==> src/vdfs_pkg.sv <==
// ----------------------------------------------------------------------------
// Vertex diffuse fresnel shader package
// Request and register codes, vector types and state encodings.
// ----------------------------------------------------------------------------
package vdfs_pkg;

    localparam int DEF_MAX_TEXELS = 65536;
    localparam int DEF_MAX_LIGHTS = 8;

    localparam logic [1:0] REQ_TEXEL = 2'd0;
    localparam logic [1:0] REQ_LIGHT = 2'd1;
    localparam logic [1:0] REQ_SHADE = 2'd2;

    localparam logic [1:0] CFG_TEX_WIDTH    = 2'd0;
    localparam logic [1:0] CFG_TEX_HEIGHT   = 2'd1;
    localparam logic [1:0] CFG_LIGHT_COUNT  = 2'd2;
    localparam logic [1:0] CFG_FRESNEL_GAIN = 2'd3;

    localparam logic [14:0] ONE_Q14 = 15'd16384;

    typedef struct packed {
        logic signed [33:0] x;
        logic signed [33:0] y;
        logic signed [33:0] z;
    } vec34_t;

    typedef struct packed {
        logic signed [15:0] x;
        logic signed [15:0] y;
        logic signed [15:0] z;
    } nvec_t;

    typedef enum logic [2:0] {
        U_IDLE,
        U_SHIFT,
        U_SQ,
        U_SQRT,
        U_DIV,
        U_DONE
    } unit_st_t;

    typedef enum logic [4:0] {
        S_IDLE,
        S_UMUL,
        S_MODU,
        S_MODV,
        S_ADDR,
        S_RED,
        S_TWR,
        S_TRD,
        S_TLAT,
        S_NSTART,
        S_NWAIT,
        S_VSTART,
        S_VWAIT,
        S_LRD,
        S_LSTART,
        S_LWAIT,
        S_LDOT,
        S_LACC,
        S_VDOT,
        S_RIM1,
        S_RIM2,
        S_CH,
        S_OUT
    } shd_st_t;

endpackage

==> src/vdfs_unitize.sv <==
// ----------------------------------------------------------------------------
// Vertex diffuse fresnel shader vector normalizer
// Bit-serial normalize, sum of squares, digit-by-digit root, restoring divide.
// ----------------------------------------------------------------------------
module vdfs_unitize (
    input  logic            clk,
    input  logic            rst_n,
    input  logic            start,
    input  vdfs_pkg::vec34_t vec_in,
    output logic            done,
    output vdfs_pkg::nvec_t vec_out
);

    vdfs_pkg::unit_st_t state_reg, state_next;

    logic [33:0]        mag_reg [3];
    logic [33:0]        mag_next [3];
    logic [2:0]         neg_reg, neg_next;
    logic [61:0]        acc_reg, acc_next;
    logic [61:0]        root_reg, root_next;
    logic [61:0]        bit_reg, bit_next;
    logic [30:0]        len_reg, len_next;
    logic [46:0]        rem_reg, rem_next;
    logic [46:0]        den_reg, den_next;
    logic [15:0]        quo_reg, quo_next;
    logic [1:0]         k_reg, k_next;
    logic [3:0]         j_reg, j_next;
    logic signed [15:0] res_reg [3];
    logic signed [15:0] res_next [3];

    logic signed [33:0] vin [3];
    logic [33:0]        mx;
    logic [59:0]        sq;
    logic [61:0]        trial;
    logic [15:0]        qsat;

    assign vin[0] = vec_in.x;
    assign vin[1] = vec_in.y;
    assign vin[2] = vec_in.z;

    assign vec_out.x = res_reg[0];
    assign vec_out.y = res_reg[1];
    assign vec_out.z = res_reg[2];

    always_comb
    begin
        mx = mag_reg[0];
        if (mag_reg[1] > mx)
        begin
            mx = mag_reg[1];
        end
        if (mag_reg[2] > mx)
        begin
            mx = mag_reg[2];
        end
    end

    always_comb
    begin
        state_next = state_reg;
        mag_next   = mag_reg;
        neg_next   = neg_reg;
        acc_next   = acc_reg;
        root_next  = root_reg;
        bit_next   = bit_reg;
        len_next   = len_reg;
        rem_next   = rem_reg;
        den_next   = den_reg;
        quo_next   = quo_reg;
        k_next     = k_reg;
        j_next     = j_reg;
        res_next   = res_reg;
        done       = 1'b0;
        sq         = mag_reg[k_reg][29:0] * mag_reg[k_reg][29:0];
        trial      = root_reg + bit_reg;
        qsat       = 16'd0;
        case (state_reg)
            vdfs_pkg::U_IDLE:
            begin
                if (start)
                begin
                    for (int i = 0; i < 3; i++)
                    begin
                        neg_next[i] = vin[i][33];
                        mag_next[i] = vin[i][33] ? 34'(-vin[i]) : 34'(vin[i]);
                    end
                    state_next = vdfs_pkg::U_SHIFT;
                end
            end
            vdfs_pkg::U_SHIFT:
            begin
                if (mx == 34'd0)
                begin
                    for (int i = 0; i < 3; i++)
                    begin
                        res_next[i] = 16'sd0;
                    end
                    state_next = vdfs_pkg::U_DONE;
                end
                else if (mx < (34'd1 << 29))
                begin
                    for (int i = 0; i < 3; i++)
                    begin
                        mag_next[i] = mag_reg[i] << 1;
                    end
                end
                else if (mx >= (34'd1 << 30))
                begin
                    for (int i = 0; i < 3; i++)
                    begin
                        mag_next[i] = mag_reg[i] >> 1;
                    end
                end
                else
                begin
                    acc_next   = 62'd0;
                    k_next     = 2'd0;
                    state_next = vdfs_pkg::U_SQ;
                end
            end
            vdfs_pkg::U_SQ:
            begin
                acc_next = acc_reg + 62'(sq);
                if (k_reg == 2'd2)
                begin
                    root_next  = 62'd0;
                    bit_next   = 62'd1 << 60;
                    state_next = vdfs_pkg::U_SQRT;
                end
                else
                begin
                    k_next = k_reg + 2'd1;
                end
            end
            vdfs_pkg::U_SQRT:
            begin
                if (acc_reg >= trial)
                begin
                    acc_next  = acc_reg - trial;
                    root_next = (root_reg >> 1) + bit_reg;
                end
                else
                begin
                    root_next = root_reg >> 1;
                end
                bit_next = bit_reg >> 2;
                if (bit_reg == 62'd1)
                begin
                    len_next   = root_next[30:0];
                    k_next     = 2'd0;
                    j_next     = 4'd0;
                    quo_next   = 16'd0;
                    rem_next   = 47'(mag_reg[0][29:0]) << 14;
                    den_next   = 47'(root_next[30:0]) << 15;
                    state_next = vdfs_pkg::U_DIV;
                end
            end
            vdfs_pkg::U_DIV:
            begin
                if (rem_reg >= den_reg)
                begin
                    rem_next = rem_reg - den_reg;
                    quo_next = {quo_reg[14:0], 1'b1};
                end
                else
                begin
                    quo_next = {quo_reg[14:0], 1'b0};
                end
                den_next = den_reg >> 1;
                j_next   = j_reg + 4'd1;
                if (j_reg == 4'd15)
                begin
                    qsat = (quo_next > 16'(vdfs_pkg::ONE_Q14)) ? 16'(vdfs_pkg::ONE_Q14)
                                                              : quo_next;
                    res_next[k_reg] = neg_reg[k_reg] ? -$signed(qsat) : $signed(qsat);
                    if (k_reg == 2'd2)
                    begin
                        state_next = vdfs_pkg::U_DONE;
                    end
                    else
                    begin
                        k_next   = k_reg + 2'd1;
                        quo_next = 16'd0;
                        rem_next = 47'(mag_reg[k_reg + 2'd1][29:0]) << 14;
                        den_next = 47'(len_reg) << 15;
                    end
                end
            end
            vdfs_pkg::U_DONE:
            begin
                done       = 1'b1;
                state_next = vdfs_pkg::U_IDLE;
            end
            default:
            begin
                state_next = vdfs_pkg::U_IDLE;
            end
        endcase
    end

    always_ff @(posedge clk or negedge rst_n)
    begin
        if (!rst_n)
        begin
            state_reg <= vdfs_pkg::U_IDLE;
            k_reg     <= 2'd0;
            j_reg     <= 4'd0;
        end
        else
        begin
            state_reg <= state_next;
            k_reg     <= k_next;
            j_reg     <= j_next;
        end
    end

    always_ff @(posedge clk)
    begin
        mag_reg  <= mag_next;
        neg_reg  <= neg_next;
        acc_reg  <= acc_next;
        root_reg <= root_next;
        bit_reg  <= bit_next;
        len_reg  <= len_next;
        rem_reg  <= rem_next;
        den_reg  <= den_next;
        quo_reg  <= quo_next;
        res_reg  <= res_next;
    end

endmodule

==> config.mk <==
export PLATFORM = sky130hd
export DESIGN_NAME = vdfs_unitize
export DESIGN_NICKNAME = d
export VERILOG_FILES = /design/src/vdfs_pkg.sv /design/src/vdfs_unitize.sv
export SDC_FILE = /design/constraint.sdc
export NUM_CORES = 2
export LEC_CHECK = 0
export ABC_AREA = 1
export BUFFER_PORTS_ARGS = -buffer_cell sky130_fd_sc_hd__buf_4
export CAP_MARGIN = 20
export CORE_ASPECT_RATIO = 0.6
export CORE_UTILIZATION = 28
export DETAILED_ROUTE_END_ITERATION = 7
export PLACE_DENSITY = 0.43
export SLEW_MARGIN = 20
export SYNTH_ARGS = -nofsm -noshare
export SYNTH_HDL_FRONTEND = slang
export SYNTH_SLANG_ARGS = --single-unit
==> constraint.sdc <==
create_clock -name clk -period 22.8 [get_ports clk]
set_clock_uncertainty 0.2 [all_clocks]
set_input_delay 2.28 -clock clk [delete_from_list [all_inputs] [get_ports clk]]
set_output_delay 2.28 -clock clk [all_outputs]
set_load 0.01 [all_outputs]
# Word-level counts from Yosys, hierarchy flattened
# Index checks and enable logic that the tools add are counted.
# op_classes
n_mux	70
n_eq_ne	21
order_cmp	11
addsub	11
bitwise_logic	2
reduce_logical	18
multipliers	1
# ops
op	n
$mux W62	7
$mux W102	4
$pmux W62 S2	2
$mux W47	5
$pmux W102 S2	1
$pmux W47 S2	2
$pmux W62 S3	1
$mux W34	5
$bmux W34 S2	2
$mux W30	4
$neg A34 Y34	3
$mux W48	2
$pmux W48 S2	1
$mux W46	2
$gt A34 B34 Y1	2
$mux W16	4
$add A61 B62 Y62	1
$add A62 B60 Y62	1
$add A62 B62 Y62	1
$eq A62 B1 Y1 const B	1
$ge A62 B62 Y1	1
$sub A62 B62 Y62	1
$mul A30 B30 Y60	1
$bwmux W48	1
42 further kinds	79
# totals
word_cells	151
register_bits	488

# Longest topological paths before layout
# logic_depth
depth_word	10
ltp_mapped	43

# Worst setup path after synthesis
# OpenSTA, ideal clock, no wires.
# synth_timing
path_type	register to register
from	register mag_reg[63] (netlist bit)
to	register mag_reg[0] (netlist bit) (enable)
setup_time_ps	597
arrival_time_ps	8499
required_time_ps	22003
stages_incl_launch_ff	31
slack_ps	13504
n_path_buf	3
cell_sequence	edfxtp_1 > ha_1 > nand2_1 > inv_2 > nand3_1 > nor2_1 > nand3_1 > nor2_1 > nor2_1 > nand2_2 > nand2_1 > buf_6 > buf_6 > nand2_1 > nand2_1 > ha_1 > nand2_1 > nor2_1 > nand2_1 > nor4b_2 > nand4_1 > nand2_2 > inv_2 > buf_6 > o21ai_1 > nor2_4 > nand2_1 > nor2_2 > nand2_1 > o21ai_0 > a21oi_1
# synth_between
elab_chain_cells	7
elab_cells_between_ends	10
cone_classes	order compare: 4; eq/ne: 2; mux: 2; reduce/logical: 2
# synth_lines
item	line	source
from (decl)	vdfs_unitize.sv:16	logic [33:0] mag_reg [3];
from (signal assigned)	vdfs_unitize.sv:219	mag_reg <= mag_next;
$gt A34 B34 Y1	vdfs_unitize.sv:48	if (mag_reg[1] > mx)
$mux W34 *	vdfs_unitize.sv:48	
$gt A34 B34 Y1	vdfs_unitize.sv:52	if (mag_reg[2] > mx)
$mux W34 *	vdfs_unitize.sv:52	
$lt A34 B30 Y1, or another cell as far along	vdfs_unitize.sv:100	else if (mx < (34'd1 << 29))
$ne A3 B3 Y1 (no source line) or $ne A2 B2 Y1 (tied branches)	n/a	
$reduce_and A4 Y1 (no source line) *	n/a	
# Every way passes the cells marked *; elsewhere a longest branch is shown, timed or not.
# A chain may end at the register's enable or synchronous reset.

# Worst setup path in the final report
# layout_timing
from	register k_reg[0]
to	register acc_reg[61] (data pin)
# layout_between
elab_chain_cells	7
# layout_lines
item	line	source
from (decl)	vdfs_unitize.sv:26	logic [1:0] k_reg, k_next;
from (signal assigned)	vdfs_unitize.sv:212	k_reg <= k_next;
$not A2 Y3 (implied by the code)	vdfs_unitize.sv:74	sq = mag_reg[k_reg][29:0] * mag_reg[k_reg][29:0];
$bmux W34 S2	vdfs_unitize.sv:74	
$mux W30 (implied by the code) (2 in series)	vdfs_unitize.sv:74	
$mul A30 B30 Y60	vdfs_unitize.sv:74	
$add A62 B60 Y62	vdfs_unitize.sv:123	acc_next = acc_reg + 62'(sq);
$pmux W62 S3	vdfs_unitize.sv:77	case (state_reg)
named net acc_next[61]	vdfs_unitize.sv:19	logic [61:0] acc_reg, acc_next;
to (signal assigned)	vdfs_unitize.sv:221	acc_reg <= acc_next;
to (decl)	vdfs_unitize.sv:19	
# The timed path passes the listed nets, and every way through them passes these cells. The select of a mux whose other input is x is not followed.

==> results by group <==
Worst hold path
  – Hold depth: 1
  – HP Class: register to register

Detailed routing
  – DRT iter0 DRCs: 6258
  – Routed length per instance: 23.1 um
  – 1st-pass router iterations: 6
  – Routed vias/inst: 4.97
  – # DRC: 0
  – Via Count: 59.6k
  – Routed wire length: 277000 um
  – Routed Antenna Nets: 0

Clocking
  – Post-CTS setup buffers: 0
  – Worst-Skew Late Latency: 0.71 ns
  – CTS H-tree lvls: 2
  – TritonCTS clock tree: built
  – Total clock sinks: 456
  – CTS buffer count: 51
  – CTS max path bufs: 3
  – Clock transition at path regs: 0.07 ns
  – Root buf cell: clkbuf_16
  – Post_cts resized: 0
  – Post-CTS Hold Buffers: 0

Timing
  – Fmax: 89.2 MHz
  – Worst-margin pin slew: 1.17 ns
  – Unrepaired setup endpoints after global routing: false
  – Crit path time final: 11.22 ns
  – Fin crit share: 49.2%
  – Slew HR: 21.5%
  – # setup viols final: 0
  – Setup TNS: 0 ns
  – Final Max Tran Viols: 0
  – Final hold viol count: 0

Logic synthesis
  – Cell taking the most area after synthesis: fa_1
  – Synthesized instance count: 8764
  – Synth top area share: 22.6%
  – Most frequent cells after synthesis: inv_1, nand2_1, fa_1
  – Synthesized area: 66700 um^2
  – Netlist cell types: 65
  – Yosys reg bits: 456
  – Mean Syn Cell Area: 7.61 um^2
  – Register area share after synthesis: 20.5%
  – Post-synth EDFFs: 447
  – Total of warnings raised by yosys: 0
  – Top post-synthesis cells by area: fa_1, edfxtp_1, inv_1, ha_1, nand2_1
  – Syn_nets: 10.1k
  – Async set or reset register ratio after synthesis: 1.97%
  – Most common cell in the synthesized netlist: inv_1
  – Ys flop type: edfxtp_1

GRT
  – Number of global-route vias before repair: 57.8k
  – Pin count of the biggest net entering global routing: 86
  – First-pass GRT wire length: 404000 um
  – GRT Total Usage: 22.7%
  – Gr ovfl total: 0
  – Initial antenna violation count: 13

Critical path
  – Slowest stage cell, crit path: nor2_1
  – Crit-path most repeated cell: fa_1
  – R2R depth: 33
  – Crit-path leading delay family: adder cells
  – CP max FO: 76
  – Buffers & Inverters on Critical Path: 9
  – R2r setup slk: 11.58 ns
  – Max incr delay on CP: 0.79 ns
  – Crit path kind: register to register
  – CP endpoint kind: register
  – Worst EP required: 23.02 ns
  – Arrival @ worst endpoint: 11.44 ns
  – Cell depth of the worst setup path: 33
  – Crit start category: register

Floorplanning
  – # IOs: 154
  – Core area: 236000 um^2
  – Die X: 632 um
  – Die footprint: 240000 um^2
  – Initial Utilization: 28.2%
  – FP Rows: 138
  – DIE HEIGHT: 380 um

Finish
  – Largest register FFs: 102
  – Nets: 10.1k
  – Share of layout cells above drive strength 1: 4.77%
  – Area Growth Syn to Fin: 9.55%
  – Cell Count, Final, Fillers Out: 12.0k
  – Finished Core Util: 30.9%
  – Fill count: 25.5k

Place
  – Placer Congestion: 0.954
  – Post-DP HPWL: 229000 um
  – Placed Instances: 11.9k
  – Port Buf Inserts: 153

Outcome
  – Outcome: complete, no violations

Job
  – Max-Cap Viols: 0
==> worst reg2reg max path: cells and delay by family, from the launching register on <==
kind                       cells  cell delay (ns)
buffers and inverters          9             2.56
adders and majority gates      9             4.53
AOI/OAI and AO/OA              5             1.26
and+or+nand+nor               10             2.04
DFF                            1             0.40
==> layout by cell type, fill, tap and decap left out, types with 9 or more instances in the layout <==
master / synthesis / layout
buf_4: 11 / 240
nand4_1: 53 / 53
a21boi_0: 9 / 9
nand2_1: 1547 / 1544
clkinv_1: 1 / 22
nor4_1: 45 / 44
a21oi_1: 630 / 627
o31ai_1: 16 / 16
inv_2: 16 / 17
inv_1: 1988 / 1979
a21o_1: 24 / 24
a31oi_1: 92 / 92
clkbuf_16: 0 / 51
nand3_1: 300 / 300
o311ai_0: 26 / 22
ha_1: 498 / 498
o21ai_2: 3 / 10
edfxtp_1: 447 / 447
nor3_1: 95 / 94
or2_2: 41 / 41
nand3b_1: 13 / 13
nor2_1: 738 / 733
o21ai_0: 539 / 533
o211ai_1: 32 / 32
fa_1: 754 / 754
o21a_1: 51 / 51
xor2_1: 124 / 124
o22ai_1: 30 / 29
o21bai_1: 32 / 32
xnor2_1: 70 / 70
a221oi_1: 9 / 9
o21ai_1: 191 / 189
==> final timing paths <==
check | startpoint | endpoint
worst max register to register | k_reg[0] | acc_reg[61]
max in group asynchronous | rst_n | k_reg[0]
min in group asynchronous | rst_n | j_reg[3]
worst max-delay path | k_reg[0] | acc_reg[61]
worst min-delay path | j_reg[0] | j_reg[0]
worst min register to register | j_reg[0] | j_reg[0]
==> stage by stage <==
stage / hold WS [ns] / setup WS [ns] / instance area [um^2]
after CTS: 0.318 / 11.70 / 73000
final: 0.321 / 11.58 / 73000
after detailed placement: 0.302 / 11.72 / 71300
after global routing: 0.370 / 11.25 / 73000
after floorplan: 0.271 / 13.50 / 66700
after global placement: 0.308 / 11.67 / 71300
==> routing by layer <==
metal / up-vias / GRT usage, % / share of wire (%)
met1: 29200 / 39.7 / 55
met2: 2252 / 26.3 / 33
met3: 145 / 6.37 / 11
met4: 8 / 2.28 / 1.0
met5: - / 0 / 0.021
li1: 28000 / - / -
==> logic make-up (layout without fill, tap and decap cells) <==
| group | after synthesis | in the layout | synth area share [%] |
|---|---|---|---|
| AO/OA/AOI/OAI | 1721 | 1721 | 14.2 |
| flip-flops | 456 | 456 | 20.5 |
| XOR/XNOR | 194 | 194 | 2.55 |
| multiplexers | 1 | 1 | 0.0150 |
| adder cells (fa/ha/maj) | 1252 | 1252 | 32.0 |
| AND/OR/NAND/NOR | 2868 | 2868 | 17.7 |
| buffers and inverters | 2272 | 2338 | 13.1 |
| other | 0 | 2 | 0 |
==> area by class of cell <==
| cell class | count | area [um^2] | share of cell area (%) |
|---|---|---|---|
| antenna | 2 | 5.00 | 0.00685 |
| clock buffer | 59 | 1310 | 1.79 |
| clock inverter | 34 | 358 | 0.490 |
| inverter | 2005 | 7530 | 10.3 |
| multi-input combinational | 6036 | 44400 | 60.8 |
| sequential | 456 | 13600 | 18.7 |
| tap | 3150 | 3940 | 5.40 |
| timing repair buffer | 240 | 1800 | 2.47 |
Power is left out: the tool's default activity adds up to more than one toggle a clock period on the data nets, which glitch-free logic cannot reach.
